--- src/design/cgr_pkg.sv ---
package cgr_pkg;

  localparam int GLYPH_W = 5;
  localparam int GLYPH_H = 7;
  localparam int GLYPH_DOTS = GLYPH_W * GLYPH_H;
  localparam int CHAR_GAP_DEF = 1;
  localparam logic [3:0] SCALE_RESET = 4'd1;
  localparam logic [31:0] COLOR_RESET = 32'hFFFF_FFFF;
  localparam logic [15:0] COORD_MAX = 16'hFFFF;

  localparam logic CFG_PIXEL_SCALE = 1'b0;
  localparam logic CFG_QUAD_COLOR = 1'b1;

  typedef struct packed {
    logic [7:0]  char_code;
    logic        new_string;
    logic [15:0] start_x;
    logic [15:0] start_y;
  } cgr_in_t;

  typedef struct packed {
    logic [15:0] quad_x;
    logic [15:0] quad_y;
    logic [3:0]  quad_size;
    logic [31:0] quad_rgba;
    logic        last_of_char;
  } cgr_out_t;

  typedef enum logic {
    CGR_IDLE,
    CGR_SCAN
  } cgr_state_t;

  typedef struct packed {
    logic load;
    logic step;
    logic advance;
  } cgr_cmd_t;

  typedef struct packed {
    logic bits_left;
    logic out_free;
  } cgr_sts_t;

  // Returns the 35 dots of a character, top row first, leftmost column as the
  // most significant bit. Codes without a glyph return all zeros.
  function automatic logic [GLYPH_DOTS-1:0] char_glyph(input logic [7:0] code);
    logic [7:0] c;
    logic [5:0] idx;
    logic       ok;
    logic [GLYPH_DOTS-1:0] g;
    c = code;
    ok = 1'b0;
    idx = '0;
    g = '0;
    if (c >= 8'h61 && c <= 8'h7A) begin
      c = c - 8'h20;
    end
    if (c >= 8'h41 && c <= 8'h5A) begin
      idx = 6'(c - 8'h41);
      ok = 1'b1;
    end else if (c >= 8'h30 && c <= 8'h39) begin
      idx = 6'(c - 8'h30) + 6'd26;
      ok = 1'b1;
    end
    case (idx)
      6'd0:  g = {5'h0E, 5'h11, 5'h11, 5'h1F, 5'h11, 5'h11, 5'h11};
      6'd1:  g = {5'h1E, 5'h11, 5'h11, 5'h1E, 5'h11, 5'h11, 5'h1E};
      6'd2:  g = {5'h0F, 5'h10, 5'h10, 5'h10, 5'h10, 5'h10, 5'h0F};
      6'd3:  g = {5'h1E, 5'h11, 5'h11, 5'h11, 5'h11, 5'h11, 5'h1E};
      6'd4:  g = {5'h1F, 5'h10, 5'h10, 5'h1E, 5'h10, 5'h10, 5'h1F};
      6'd5:  g = {5'h1F, 5'h10, 5'h10, 5'h1E, 5'h10, 5'h10, 5'h10};
      6'd6:  g = {5'h0F, 5'h10, 5'h10, 5'h17, 5'h11, 5'h11, 5'h0F};
      6'd7:  g = {5'h11, 5'h11, 5'h11, 5'h1F, 5'h11, 5'h11, 5'h11};
      6'd8:  g = {5'h1F, 5'h04, 5'h04, 5'h04, 5'h04, 5'h04, 5'h1F};
      6'd9:  g = {5'h07, 5'h02, 5'h02, 5'h02, 5'h02, 5'h12, 5'h0C};
      6'd10: g = {5'h11, 5'h12, 5'h14, 5'h18, 5'h14, 5'h12, 5'h11};
      6'd11: g = {5'h10, 5'h10, 5'h10, 5'h10, 5'h10, 5'h10, 5'h1F};
      6'd12: g = {5'h11, 5'h1B, 5'h15, 5'h11, 5'h11, 5'h11, 5'h11};
      6'd13: g = {5'h11, 5'h19, 5'h15, 5'h13, 5'h11, 5'h11, 5'h11};
      6'd14: g = {5'h0E, 5'h11, 5'h11, 5'h11, 5'h11, 5'h11, 5'h0E};
      6'd15: g = {5'h1E, 5'h11, 5'h11, 5'h1E, 5'h10, 5'h10, 5'h10};
      6'd16: g = {5'h0E, 5'h11, 5'h11, 5'h11, 5'h15, 5'h12, 5'h0D};
      6'd17: g = {5'h1E, 5'h11, 5'h11, 5'h1E, 5'h14, 5'h12, 5'h11};
      6'd18: g = {5'h0F, 5'h10, 5'h10, 5'h0E, 5'h01, 5'h01, 5'h1E};
      6'd19: g = {5'h1F, 5'h04, 5'h04, 5'h04, 5'h04, 5'h04, 5'h04};
      6'd20: g = {5'h11, 5'h11, 5'h11, 5'h11, 5'h11, 5'h11, 5'h0E};
      6'd21: g = {5'h11, 5'h11, 5'h11, 5'h11, 5'h11, 5'h0A, 5'h04};
      6'd22: g = {5'h11, 5'h11, 5'h11, 5'h15, 5'h15, 5'h1B, 5'h11};
      6'd23: g = {5'h11, 5'h11, 5'h0A, 5'h04, 5'h0A, 5'h11, 5'h11};
      6'd24: g = {5'h11, 5'h11, 5'h0A, 5'h04, 5'h04, 5'h04, 5'h04};
      6'd25: g = {5'h1F, 5'h01, 5'h02, 5'h04, 5'h08, 5'h10, 5'h1F};
      6'd26: g = {5'h0E, 5'h11, 5'h13, 5'h15, 5'h19, 5'h11, 5'h0E};
      6'd27: g = {5'h04, 5'h0C, 5'h04, 5'h04, 5'h04, 5'h04, 5'h1F};
      6'd28: g = {5'h0E, 5'h11, 5'h01, 5'h02, 5'h04, 5'h08, 5'h1F};
      6'd29: g = {5'h1F, 5'h02, 5'h04, 5'h02, 5'h01, 5'h11, 5'h0E};
      6'd30: g = {5'h02, 5'h06, 5'h0A, 5'h12, 5'h1F, 5'h02, 5'h02};
      6'd31: g = {5'h1F, 5'h10, 5'h1E, 5'h01, 5'h01, 5'h11, 5'h0E};
      6'd32: g = {5'h06, 5'h08, 5'h10, 5'h1E, 5'h11, 5'h11, 5'h0E};
      6'd33: g = {5'h1F, 5'h01, 5'h02, 5'h04, 5'h08, 5'h08, 5'h08};
      6'd34: g = {5'h0E, 5'h11, 5'h11, 5'h0E, 5'h11, 5'h11, 5'h0E};
      6'd35: g = {5'h0E, 5'h11, 5'h11, 5'h0F, 5'h01, 5'h02, 5'h0C};
      default: g = '0;
    endcase
    return ok ? g : '0;
  endfunction

endpackage

--- src/design/char_glyph_rasterizer.sv ---
// Text rasterizer: turns characters into lit 5x7 dot squares.
// A request on the input channel carries one character code, a new-string
// flag and a string origin; the flag reloads the cursor and text row first.
// Lowercase letters draw as uppercase; only A-Z and 0-9 have glyphs.
// Every lit dot gives one result on the output channel: its top-left corner,
// edge size and color, with last_of_char set on the final square.
// The configuration channel is always ready and writes pixel_scale (index 0)
// or quad_color (index 1); it must be used only while the block is idle.
// A request is taken only when the scanner is idle. The glyph is scanned one
// dot per cycle from the top-left dot, and the scan stops after the last lit
// dot. After acceptance the scanner steps through the dots up to the last
// lit one, then advances the cursor, and only then takes the next request;
// a character without a glyph goes straight to the cursor advance. Each lit
// dot's square is registered in the output register as its dot is scanned.
// When the receiver stalls, the output register holds its square and the
// dot scan waits, so throughput is set by the receiver and the dot scan.
// Reset returns scale to 1, color to opaque white and the cursor and row to
// zero, and empties the output register.
module char_glyph_rasterizer
  import cgr_pkg::*;
#(
  parameter int CHAR_GAP = CHAR_GAP_DEF
) (
  input  logic        clk,
  input  logic        rst,
  input  logic        in_valid,
  output logic        in_ready,
  input  cgr_in_t     in_data,
  output logic        out_valid,
  input  logic        out_ready,
  output cgr_out_t    out_data,
  input  logic        cfg_valid,
  output logic        cfg_ready,
  input  logic        cfg_index,
  input  logic [31:0] cfg_data
);

  cgr_cmd_t cmd;
  cgr_sts_t sts;

  assign cfg_ready = 1'b1;

  cgr_ctrl u_ctrl (
    .clk      (clk),
    .rst      (rst),
    .in_valid (in_valid),
    .in_ready (in_ready),
    .sts      (sts),
    .cmd      (cmd)
  );

  cgr_dp #(
    .CHAR_GAP (CHAR_GAP)
  ) u_dp (
    .clk       (clk),
    .rst       (rst),
    .in_data   (in_data),
    .cfg_write (cfg_valid),
    .cfg_index (cfg_index),
    .cfg_data  (cfg_data),
    .cmd       (cmd),
    .sts       (sts),
    .out_valid (out_valid),
    .out_ready (out_ready),
    .out_data  (out_data)
  );

endmodule

--- src/design/cgr_ctrl.sv ---
module cgr_ctrl
  import cgr_pkg::*;
(
  input  logic     clk,
  input  logic     rst,
  input  logic     in_valid,
  output logic     in_ready,
  input  cgr_sts_t sts,
  output cgr_cmd_t cmd
);

  cgr_state_t state, state_next;

  always_ff @(posedge clk) begin
    if (rst) begin
      state <= CGR_IDLE;
    end else begin
      state <= state_next;
    end
  end

  always_comb begin
    state_next = state;
    cmd = '0;
    in_ready = 1'b0;
    unique case (state)
      CGR_IDLE: begin
        in_ready = 1'b1;
        if (in_valid) begin
          cmd.load = 1'b1;
          state_next = CGR_SCAN;
        end
      end
      CGR_SCAN: begin
        if (!sts.bits_left) begin
          cmd.advance = 1'b1;
          state_next = CGR_IDLE;
        end else if (sts.out_free) begin
          cmd.step = 1'b1;
        end
      end
      default: state_next = CGR_IDLE;
    endcase
  end

endmodule

--- src/design/cgr_dp.sv ---
module cgr_dp
  import cgr_pkg::*;
#(
  parameter int CHAR_GAP = CHAR_GAP_DEF
) (
  input  logic        clk,
  input  logic        rst,
  input  cgr_in_t     in_data,
  input  logic        cfg_write,
  input  logic        cfg_index,
  input  logic [31:0] cfg_data,
  input  cgr_cmd_t    cmd,
  output cgr_sts_t    sts,
  output logic        out_valid,
  input  logic        out_ready,
  output cgr_out_t    out_data
);

  localparam int Advance = GLYPH_W + CHAR_GAP;
  localparam int AdvW = $clog2(Advance * 15 + 1);

  logic [3:0]  pixel_scale;
  logic [31:0] quad_color;
  logic [15:0] cur_x;
  logic [15:0] text_row_y;
  logic [GLYPH_DOTS-1:0] glyph;
  logic [2:0]  col;
  logic [2:0]  row;

  logic [3:0]  scale;
  logic [6:0]  col_off;
  logic [6:0]  row_off;
  logic [16:0] x_sum;
  logic [16:0] y_sum;
  logic [AdvW-1:0] adv;
  logic [16:0] adv_sum;

  always_comb begin
    scale = (pixel_scale == 4'd0) ? 4'd1 : pixel_scale;
    col_off = 7'(col) * 7'(scale);
    row_off = 7'(row) * 7'(scale);
    x_sum = {1'b0, cur_x} + 17'(col_off);
    y_sum = {1'b0, text_row_y} + 17'(row_off);
    adv = AdvW'(Advance) * AdvW'(scale);
    adv_sum = {1'b0, cur_x} + 17'(adv);
    sts.bits_left = |glyph;
    sts.out_free = !out_valid || out_ready;
  end

  always_ff @(posedge clk) begin
    if (rst) begin
      pixel_scale <= SCALE_RESET;
      quad_color <= COLOR_RESET;
    end else if (cfg_write) begin
      if (cfg_index == CFG_PIXEL_SCALE) begin
        pixel_scale <= cfg_data[3:0];
      end else begin
        quad_color <= cfg_data;
      end
    end
  end

  always_ff @(posedge clk) begin
    if (rst) begin
      cur_x <= '0;
      text_row_y <= '0;
      glyph <= '0;
      col <= '0;
      row <= '0;
    end else if (cmd.load) begin
      if (in_data.new_string) begin
        cur_x <= in_data.start_x;
        text_row_y <= in_data.start_y;
      end
      glyph <= char_glyph(in_data.char_code);
      col <= '0;
      row <= '0;
    end else if (cmd.step) begin
      glyph <= {glyph[GLYPH_DOTS-2:0], 1'b0};
      if (col == 3'(GLYPH_W - 1)) begin
        col <= '0;
        row <= row + 3'd1;
      end else begin
        col <= col + 3'd1;
      end
    end else if (cmd.advance) begin
      cur_x <= adv_sum[16] ? COORD_MAX : adv_sum[15:0];
    end
  end

  always_ff @(posedge clk) begin
    if (rst) begin
      out_valid <= 1'b0;
    end else if (cmd.step && glyph[GLYPH_DOTS-1]) begin
      out_valid <= 1'b1;
    end else if (out_ready) begin
      out_valid <= 1'b0;
    end
  end

  always_ff @(posedge clk) begin
    if (cmd.step && glyph[GLYPH_DOTS-1]) begin
      out_data.quad_x <= x_sum[16] ? COORD_MAX : x_sum[15:0];
      out_data.quad_y <= y_sum[16] ? COORD_MAX : y_sum[15:0];
      out_data.quad_size <= scale;
      out_data.quad_rgba <= quad_color;
      out_data.last_of_char <= ~|glyph[GLYPH_DOTS-2:0];
    end
  end

endmodule

--- config.mk ---
export PLATFORM = sky130hd
export DESIGN_NAME = char_glyph_rasterizer
export DESIGN_NICKNAME = d
export VERILOG_FILES = /design/src/design/cgr_pkg.sv /design/src/design/char_glyph_rasterizer.sv /design/src/design/cgr_ctrl.sv /design/src/design/cgr_dp.sv
export SDC_FILE = /design/constraint.sdc
export NUM_CORES = 1
export LEC_CHECK = 0
export BUFFER_PORTS_ARGS = -buffer_cell sky130_fd_sc_hd__buf_2
export CELL_PAD_IN_SITES_DETAIL_PLACEMENT = 1
export CELL_PAD_IN_SITES_GLOBAL_PLACEMENT = 2
export CORE_AREA = 2 2 186 170
export DETAILED_ROUTE_END_ITERATION = 16
export DIE_AREA = 0 0 188 172
export PLACE_DENSITY = 0.92
export SYNTH_ARGS = -nofsm -noshare
export SYNTH_HDL_FRONTEND = slang
export SYNTH_HIERARCHICAL = 1
export SYNTH_SLANG_ARGS = --single-unit
--- constraint.sdc ---
create_clock -name clk -period 5.7 [get_ports clk]
set_input_delay 1.14 -clock clk [delete_from_list [all_inputs] [get_ports clk]]
set_output_delay 1.14 -clock clk [all_outputs]
set_load 0.02 [all_outputs]
==> flow_summary.json, run 1 <==
{
  "path_clk_slew_ps": 80,
  "gp_congestion": 0.987,
  "setup-violations-final": 0,
  "cts_buffer_depth": 2,
  "async_flop_share": 0,
  "tns_ps": 0,
  "skew_ps": 16.8,
  "syn_inst": 1223,
  "synthTopCellsByCount": "162 x nand2_1, 111 x dfxtp_1, 91 x a21oi_1",
  "max_freq_mhz": 188,
  "critPathMaxStageDelay_ps": 970,
  "ys_ff_latch": 180,
  "worstPathCellList": "buf_2, inv_1, ha_1, or3b_1, or2_4, a41o_4, mux2i_1, nor2_2, ha_1, inv_1, nor4_1, o31ai_1, a311oi_1, a2111oi_0",
  "placed_cells": 1726,
  "cts_resized": 0,
  "drc": 0,
  "antennaDiodeCount": 0,
  "critPathKind": "in -> reg",
  "place_area_um2": 11900,
  "final_hold_viol_count": 0,
  "design_area_um2": 12500,
  "slowest_stage": "nor4_1",
  "ys.flop_type": "dfxtp_1",
  "clkLatencyLatePin_ps": 430,
  "peakVddDrop_mv": 0.190,
  "start_kind": "primary input",
  "max-slew-margin-rel": 0.222,
  "yosys.area_share.simple": 0.195,
  "viasPerCell": 5.65,
  "synth-adder-area-share": 0.0877,
  "synth_top_family_by_area": "compound AO/OA/AOI/OAI gates",
  "fin_nets": 1481,
  "power.density_nw_per_um2": 259,
  "area_growth_pct": 15.7,
  "drt_pass1_iterations": 5,
  "cts_buffers": 17,
  "cap_violations": 0,
  "critPathCaptureType": "flip-flop",
  "cts_root_buf": "clkbuf_16",
  "wire_per_inst_um": 20.8,
  "synth_edf_count": 69,
  "critPathMaxFanout": 14,
  "antenna_found_initial": 0,
  "synth_compound_area_frac": 0.201,
  "num_vias": 9941,
  "path_delay_family": "simple AND/OR/NAND/NOR gates",
  "post-route-min-period_ps": 5310,
  "synth-xor-area-share": 0.0252,
  "grt_first_pass_wirelength_um": 57800,
  "status": "completed",
  "synth.area.top_cells": "dfxtp_1 21%, edfxtp_1 19%, ha_1 5.8%",
  "grt_max_degree": 69,
  "cts.hold.buffers_added": 0,
  "grt_usage": 0.227,
  "drv_slew": 0,
  "cp.required_ps": 5970,
  "fp.dieH_um": 172,
  "cp_num_buf_inv": 3,
  "synth_seq_area_share": 0.398,
  "syn_area_um2": 10800,
  "yosysWarningCount": 6,
  "fin_crit_sh": 0.932,
  "ios": 151,
  "synth_area_leader_cell": "dfxtp_1",
  "cts.sinks": 180,
  "cts_tree": "yes",
  "dieArea_um2": 32300,
  "cts_setup_buffers": 0,
  "fp-row-count": 61,
  "worstMarginPinSlew_ps": 1160,
  "synth.top_cell.area_share": 0.206,
  "synthMuxAreaShare": 0.0379,
  "first_global_vias": 10175,
  "drive_above_1_share": 0.179,
  "syn_nets": 1368,
  "cp.arrival_ps": 5590,
  "fillers": 3576,
  "rsz0062_at_grt": "no",
  "p_leak_nw": 5.05,
  "synth_cell_types": 86,
  "drtAntennaViolNets": 0,
  "wl_um": 36500,
  "dp_hpwl_um": 26400,
  "dieWidth_um": 188,
  "post-synth-top-count-cell": "nand2_1",
  "io_buffers": 149,
  "drt_iter0_drc": 604,
  "syn_avg_cell_area_um2": 8.82,
  "layout.cells.non_filler": 1758,
  "worstHoldPathType": "reg -> reg",
  "fin_hold_ws_ps": 427,
  "start_util": 0.354,
  "h-tree-depth": 4,
  "grt_overflow_total": 0,
  "coreArea_um2": 30500
}
## cell usage in the layout, fill, tap and decap left out, types with 9 or more instances in the layout
cell type	count
a31oi_1	13
a21oi_1	91
nand3_1	86
o21ai_0	45
nor3_1	21
ha_1	50
nand4_1	18
a21o_1	11
nor4_1	17
fa_1	16
mux2i_1	29
inv_1	67
o211ai_1	16
nand2b_1	15
o21bai_1	9
nor2b_1	9
edfxtp_1	69
and2_1	16
nor2_1	81
clkbuf_16	18
xnor2_1	19
xor2_1	12
buf_2	149
a211oi_1	16
buf_4	22
dfxtp_1	111
nand2_1	162
a221oi_1	13
o22ai_1	11
## stage by stage
stage	setup slack [ps]	total power [W]	utilization
6_report	386	0.00324	0.410
4_1_cts	629	0.00327	0.410
5_1_grt	234	0.00338	0.410
3_5_place_dp	183	0.00208	0.391
3_3_place_gp	333	0.00206	0.391
2_1_floorplan	1220	0.00187	-
## sequential cells by signal (all words and copies together), names as in the netlist, 3 cells and up
name / cells
u_dp/glyph: 35
u_dp/text_row_y: 16
u_dp/out_data: 69
u_dp/row: 3
u_dp/quad_color: 32
u_dp/col: 3
u_dp/cur_x: 16
u_dp/pixel_scale: 4
## path summary, 6_finish.rpt
kind / startpoint / to / slack, ps / cells after the start
worst min-delay path: u_dp/quad_color[16] / u_dp/out_data[17] / 430 / 0
worst min register to register: u_dp/quad_color[16] / u_dp/out_data[17] / 430 / 0
worst max-delay path: in_data[34] / u_dp/glyph[31] / 390 / 14
worst max register to register: u_dp/pixel_scale[2] / u_dp/out_data[59] / 690 / 17
## per-layer routing
layer	vias to the layer above	routed length (um)	track usage
met1	4943	16600	0.299
li1	4672	-	-
met4	0	884	0.0712
met5	-	0	0
met3	59	1820	0.0373
met2	267	17300	0.381
## logic make-up after synthesis
kind of cell	Yosys count
flops	180
xor+xnor	31
other cells	1
mux	39
simple gates	448
fa+ha+maj	66
buf+inv	148
compound gates	310
## power by group
| part | internal, W | switching (W) |
|---|---|---|
| Sequential | 0.00140 | 0.0000479 |
| Combinational | 0.000209 | 0.000396 |
| Clock | 0.000639 | 0.000540 |
| Total | 0.00225 | 0.000984 |
## worst reg2reg max path: cells and delay by family, from the launching register on
kind            cells  cell delay, ps
fa+ha+maj           4            1520
simple gates        3             700
compound gates      7            1510
buf+inv             3             460
flops               1             530
## cell type report
class                   instances  area (um^2)  area share
inverters                      70          263      0.0211
flip-flops and latches        180         4290       0.344
clock buffers                  21          462      0.0370
clock inverters                11          116     0.00933
well taps                     409          512      0.0410
multi-input cells             895         5900       0.473
repair buffers                172          931      0.0746
No activity file was read; power rests on OpenSTA's default activity.
==> run 2: changes to the inputs <==
- CORE_AREA: 2 2 186 170 -> 2 2 188 171
- DIE_AREA: 0 0 188 172 -> 0 0 190 173
- PLACE_DENSITY: 0.92 -> 0.9
- SYNTH_HIERARCHICAL: 1 -> default
==> flow_summary.json, run 2 <==
{
  "status": "completed",
  "cts_root_buf": "clkbuf_16",
  "synth.top_cell.area_share": 0.208,
  "synth_area_leader_cell": "dfxtp_1",
  "drv_slew": 0,
  "syn_avg_cell_area_um2": 8.85,
  "drtAntennaViolNets": 0,
  "post-synth-top-count-cell": "nand2_1",
  "critPathCaptureType": "flip-flop",
  "synth.area.top_cells": "dfxtp_1 21%, edfxtp_1 19%, nand2_1 6.0%",
  "wire_per_inst_um": 20.6,
  "slowest_stage": "nor3_1",
  "yosysWarningCount": 0,
  "power_frac_seq": 0.446,
  "comb_power_share": 0.206,
  "power.internal_w": 0.00224,
  "grt_overflow_total": 0,
  "power.density_nw_per_um2": 269,
  "setup-violations-final": 0,
  "synth_edf_count": 69,
  "synth_cell_types": 84,
  "drc": 0,
  "async_flop_share": 0,
  "first_global_vias": 10086,
  "syn_nets": 1353,
  "cts.sinks": 180,
  "final_cell_mix": "172 x nand2_1, 149 x buf_2, 111 x dfxtp_1",
  "grt_max_degree": 53,
  "antenna_found_initial": 0,
  "p_leak_nw": 5.02,
  "io_buffers": 149,
  "fin_crit_sh": 0.836,
  "syn_area_um2": 10700,
  "dieArea_um2": 32900,
  "p_sw_frac": 0.321,
  "synthTopCellsByCount": "172 x nand2_1, 111 x dfxtp_1, 98 x nand3_1",
  "cts_buffers": 17,
  "post-route-min-period_ps": 4770,
  "cap_violations": 0,
  "max_freq_mhz": 210,
  "max-slew-margin-rel": 0.251,
  "p_total_w": 0.00330,
  "skew_ps": 11.2,
  "final_hold_viol_count": 0,
  "drive_above_1_share": 0.186,
  "cts_tree": "yes",
  "clkLatencyLatePin_ps": 440,
  "ios": 151,
  "fp.dieH_um": 173,
  "grt_first_pass_wirelength_um": 57400,
  "worstHoldPathType": "reg -> reg",
  "worstMarginPinSlew_ps": 1120,
  "fin_hold_ws_ps": 428,
  "h-tree-depth": 4,
  "area_growth_pct": 15.0,
  "drt_pass1_iterations": 6,
  "final_common_cell": "nand2_1",
  "cts_resized": 0,
  "rsz0062_at_grt": "no",
  "coreArea_um2": 30800,
  "largest_register_ff_count": 69,
  "cp.arrival_ps": 5130,
  "wl_um": 35800,
  "fin_nets": 1463,
  "tns_ps": 0,
  "cts.hold.buffers_added": 0,
  "synth_seq_area_share": 0.402,
  "worstPathCellList": "buf_2, inv_1, ha_1, or4b_4, o21ai_2, o21ai_2, o32a_2, nor2_4, ha_1, inv_1, nor3_1, a21oi_1, o32a_1, a211oi_2",
  "ys.flop_type": "dfxtp_1",
  "start_kind": "primary input",
  "path_clk_slew_ps": 80,
  "top_register": "u_dp.out_data",
  "dp_hpwl_um": 25800,
  "cts_setup_buffers": 0,
  "syn_inst": 1207,
  "cp.required_ps": 6060,
  "ys_ff_latch": 180,
  "critPathMaxStageDelay_ps": 590,
  "top_regs": "u_dp.out_data: 69 flops, u_dp.glyph: 35 flops, u_dp.quad_color: 32 flops",
  "gp_congestion": 0.997,
  "design_area_um2": 12300,
  "dieWidth_um": 190,
  "num_vias": 9781,
  "grt_usage": 0.221,
  "power.switching_w": 0.00106,
  "power.share.clock": 0.349,
  "viasPerCell": 5.62,
  "cts_buffer_depth": 2,
  "critPathKind": "in -> reg",
  "peakVddDrop_mv": 0.201,
  "fillers": 3677,
  "drt_iter0_drc": 641,
  "critPathMaxFanout": 14,
  "place_area_um2": 11700,
  "fp-row-count": 61,
  "start_util": 0.347
}
-- run 2: cell count changes after synthesis, moves of 10 or more --
cell | before | now
inv_1 | 68 | 56
mux2i_1 | 29 | 11
nand2_1 | 162 | 172
o21ai_0 | 45 | 31
and3_1 | 4 | 18
nand3_1 | 86 | 98
a211oi_1 | 16 | 26
-- run 2: worst max-delay path: cells and delay by family --
kind	cells	cell delay [ps]
buffers and inverters	3	480
AOI/OAI and AO/OA	6	1550
and+or+nand+nor	3	1350
adders and majority gates	2	600
-- run 2: area by class of cell --
type / count / area, um^2 / share of cell area
clock inverter: 14 / 126 / 0.0103
timing repair buffer: 168 / 888 / 0.0723
tap: 409 / 512 / 0.0417
multi-input combinational: 889 / 5800 / 0.472
antenna: 1 / 2.50 / 0.000204
clock buffer: 18 / 429 / 0.0349
sequential: 180 / 4290 / 0.350
inverter: 61 / 229 / 0.0186
-- run 2: power groups by stage --
stage	registers [W]	clock network [W]	logic [W]
after floorplan	0.00150	0	0.000448
after global placement	0.00150	0	0.000659
after detailed placement	0.00150	0	0.000669
after CTS	0.00147	0.00117	0.000675
after global routing	0.00148	0.00123	0.000749
final	0.00147	0.00115	0.000679
-- run 2: final timing paths --
path | start | to | slack (ps) | cells past startpoint
setup reg to reg | u_dp.pixel_scale[2] | u_dp.out_data[51] | 1020 | 16
hold / removal | u_dp.quad_color[7] | u_dp.out_data[8] | 430 | 0
setup / recovery | in_data[34] | u_dp.glyph[13] | 930 | 14
hold reg to reg | u_dp.quad_color[7] | u_dp.out_data[8] | 430 | 0
-- run 2: through the flow --
stage          setup slack, ps  utilization  cells
2_1_floorplan             1380            -   1207
3_3_place_gp               754        0.381   1707
3_5_place_dp               604        0.381   1707
4_1_cts                    991        0.399   1739
5_1_grt                    667        0.399   1739
6_report                   932        0.399   1740
-- run 2: cells by family (layout without fill, tap and decap cells) --
group,after synthesis,in the layout,share of synthesized area
buffers and inverters,138,261,0.0548
flip-flops,180,180,0.402
AO/OA/AOI/OAI,305,305,0.202
multiplexers,15,15,0.0145
other,1,2,0.000351
XOR/XNOR,29,29,0.0238
adder cells (fa/ha/maj),67,67,0.0897
AND/OR/NAND/NOR,472,472,0.212
-- run 2: metal layers --
layer | GRT usage | part of all wire | routed length [um] | vias to the layer above
met5 | 0 | 0 | 0 | -
li1 | - | - | - | 4590
met2 | 0.356 | 0.46 | 16300 | 314
met1 | 0.294 | 0.46 | 16300 | 4811
met4 | 0.0659 | 0.021 | 766 | 0
met3 | 0.0495 | 0.067 | 2390 | 66
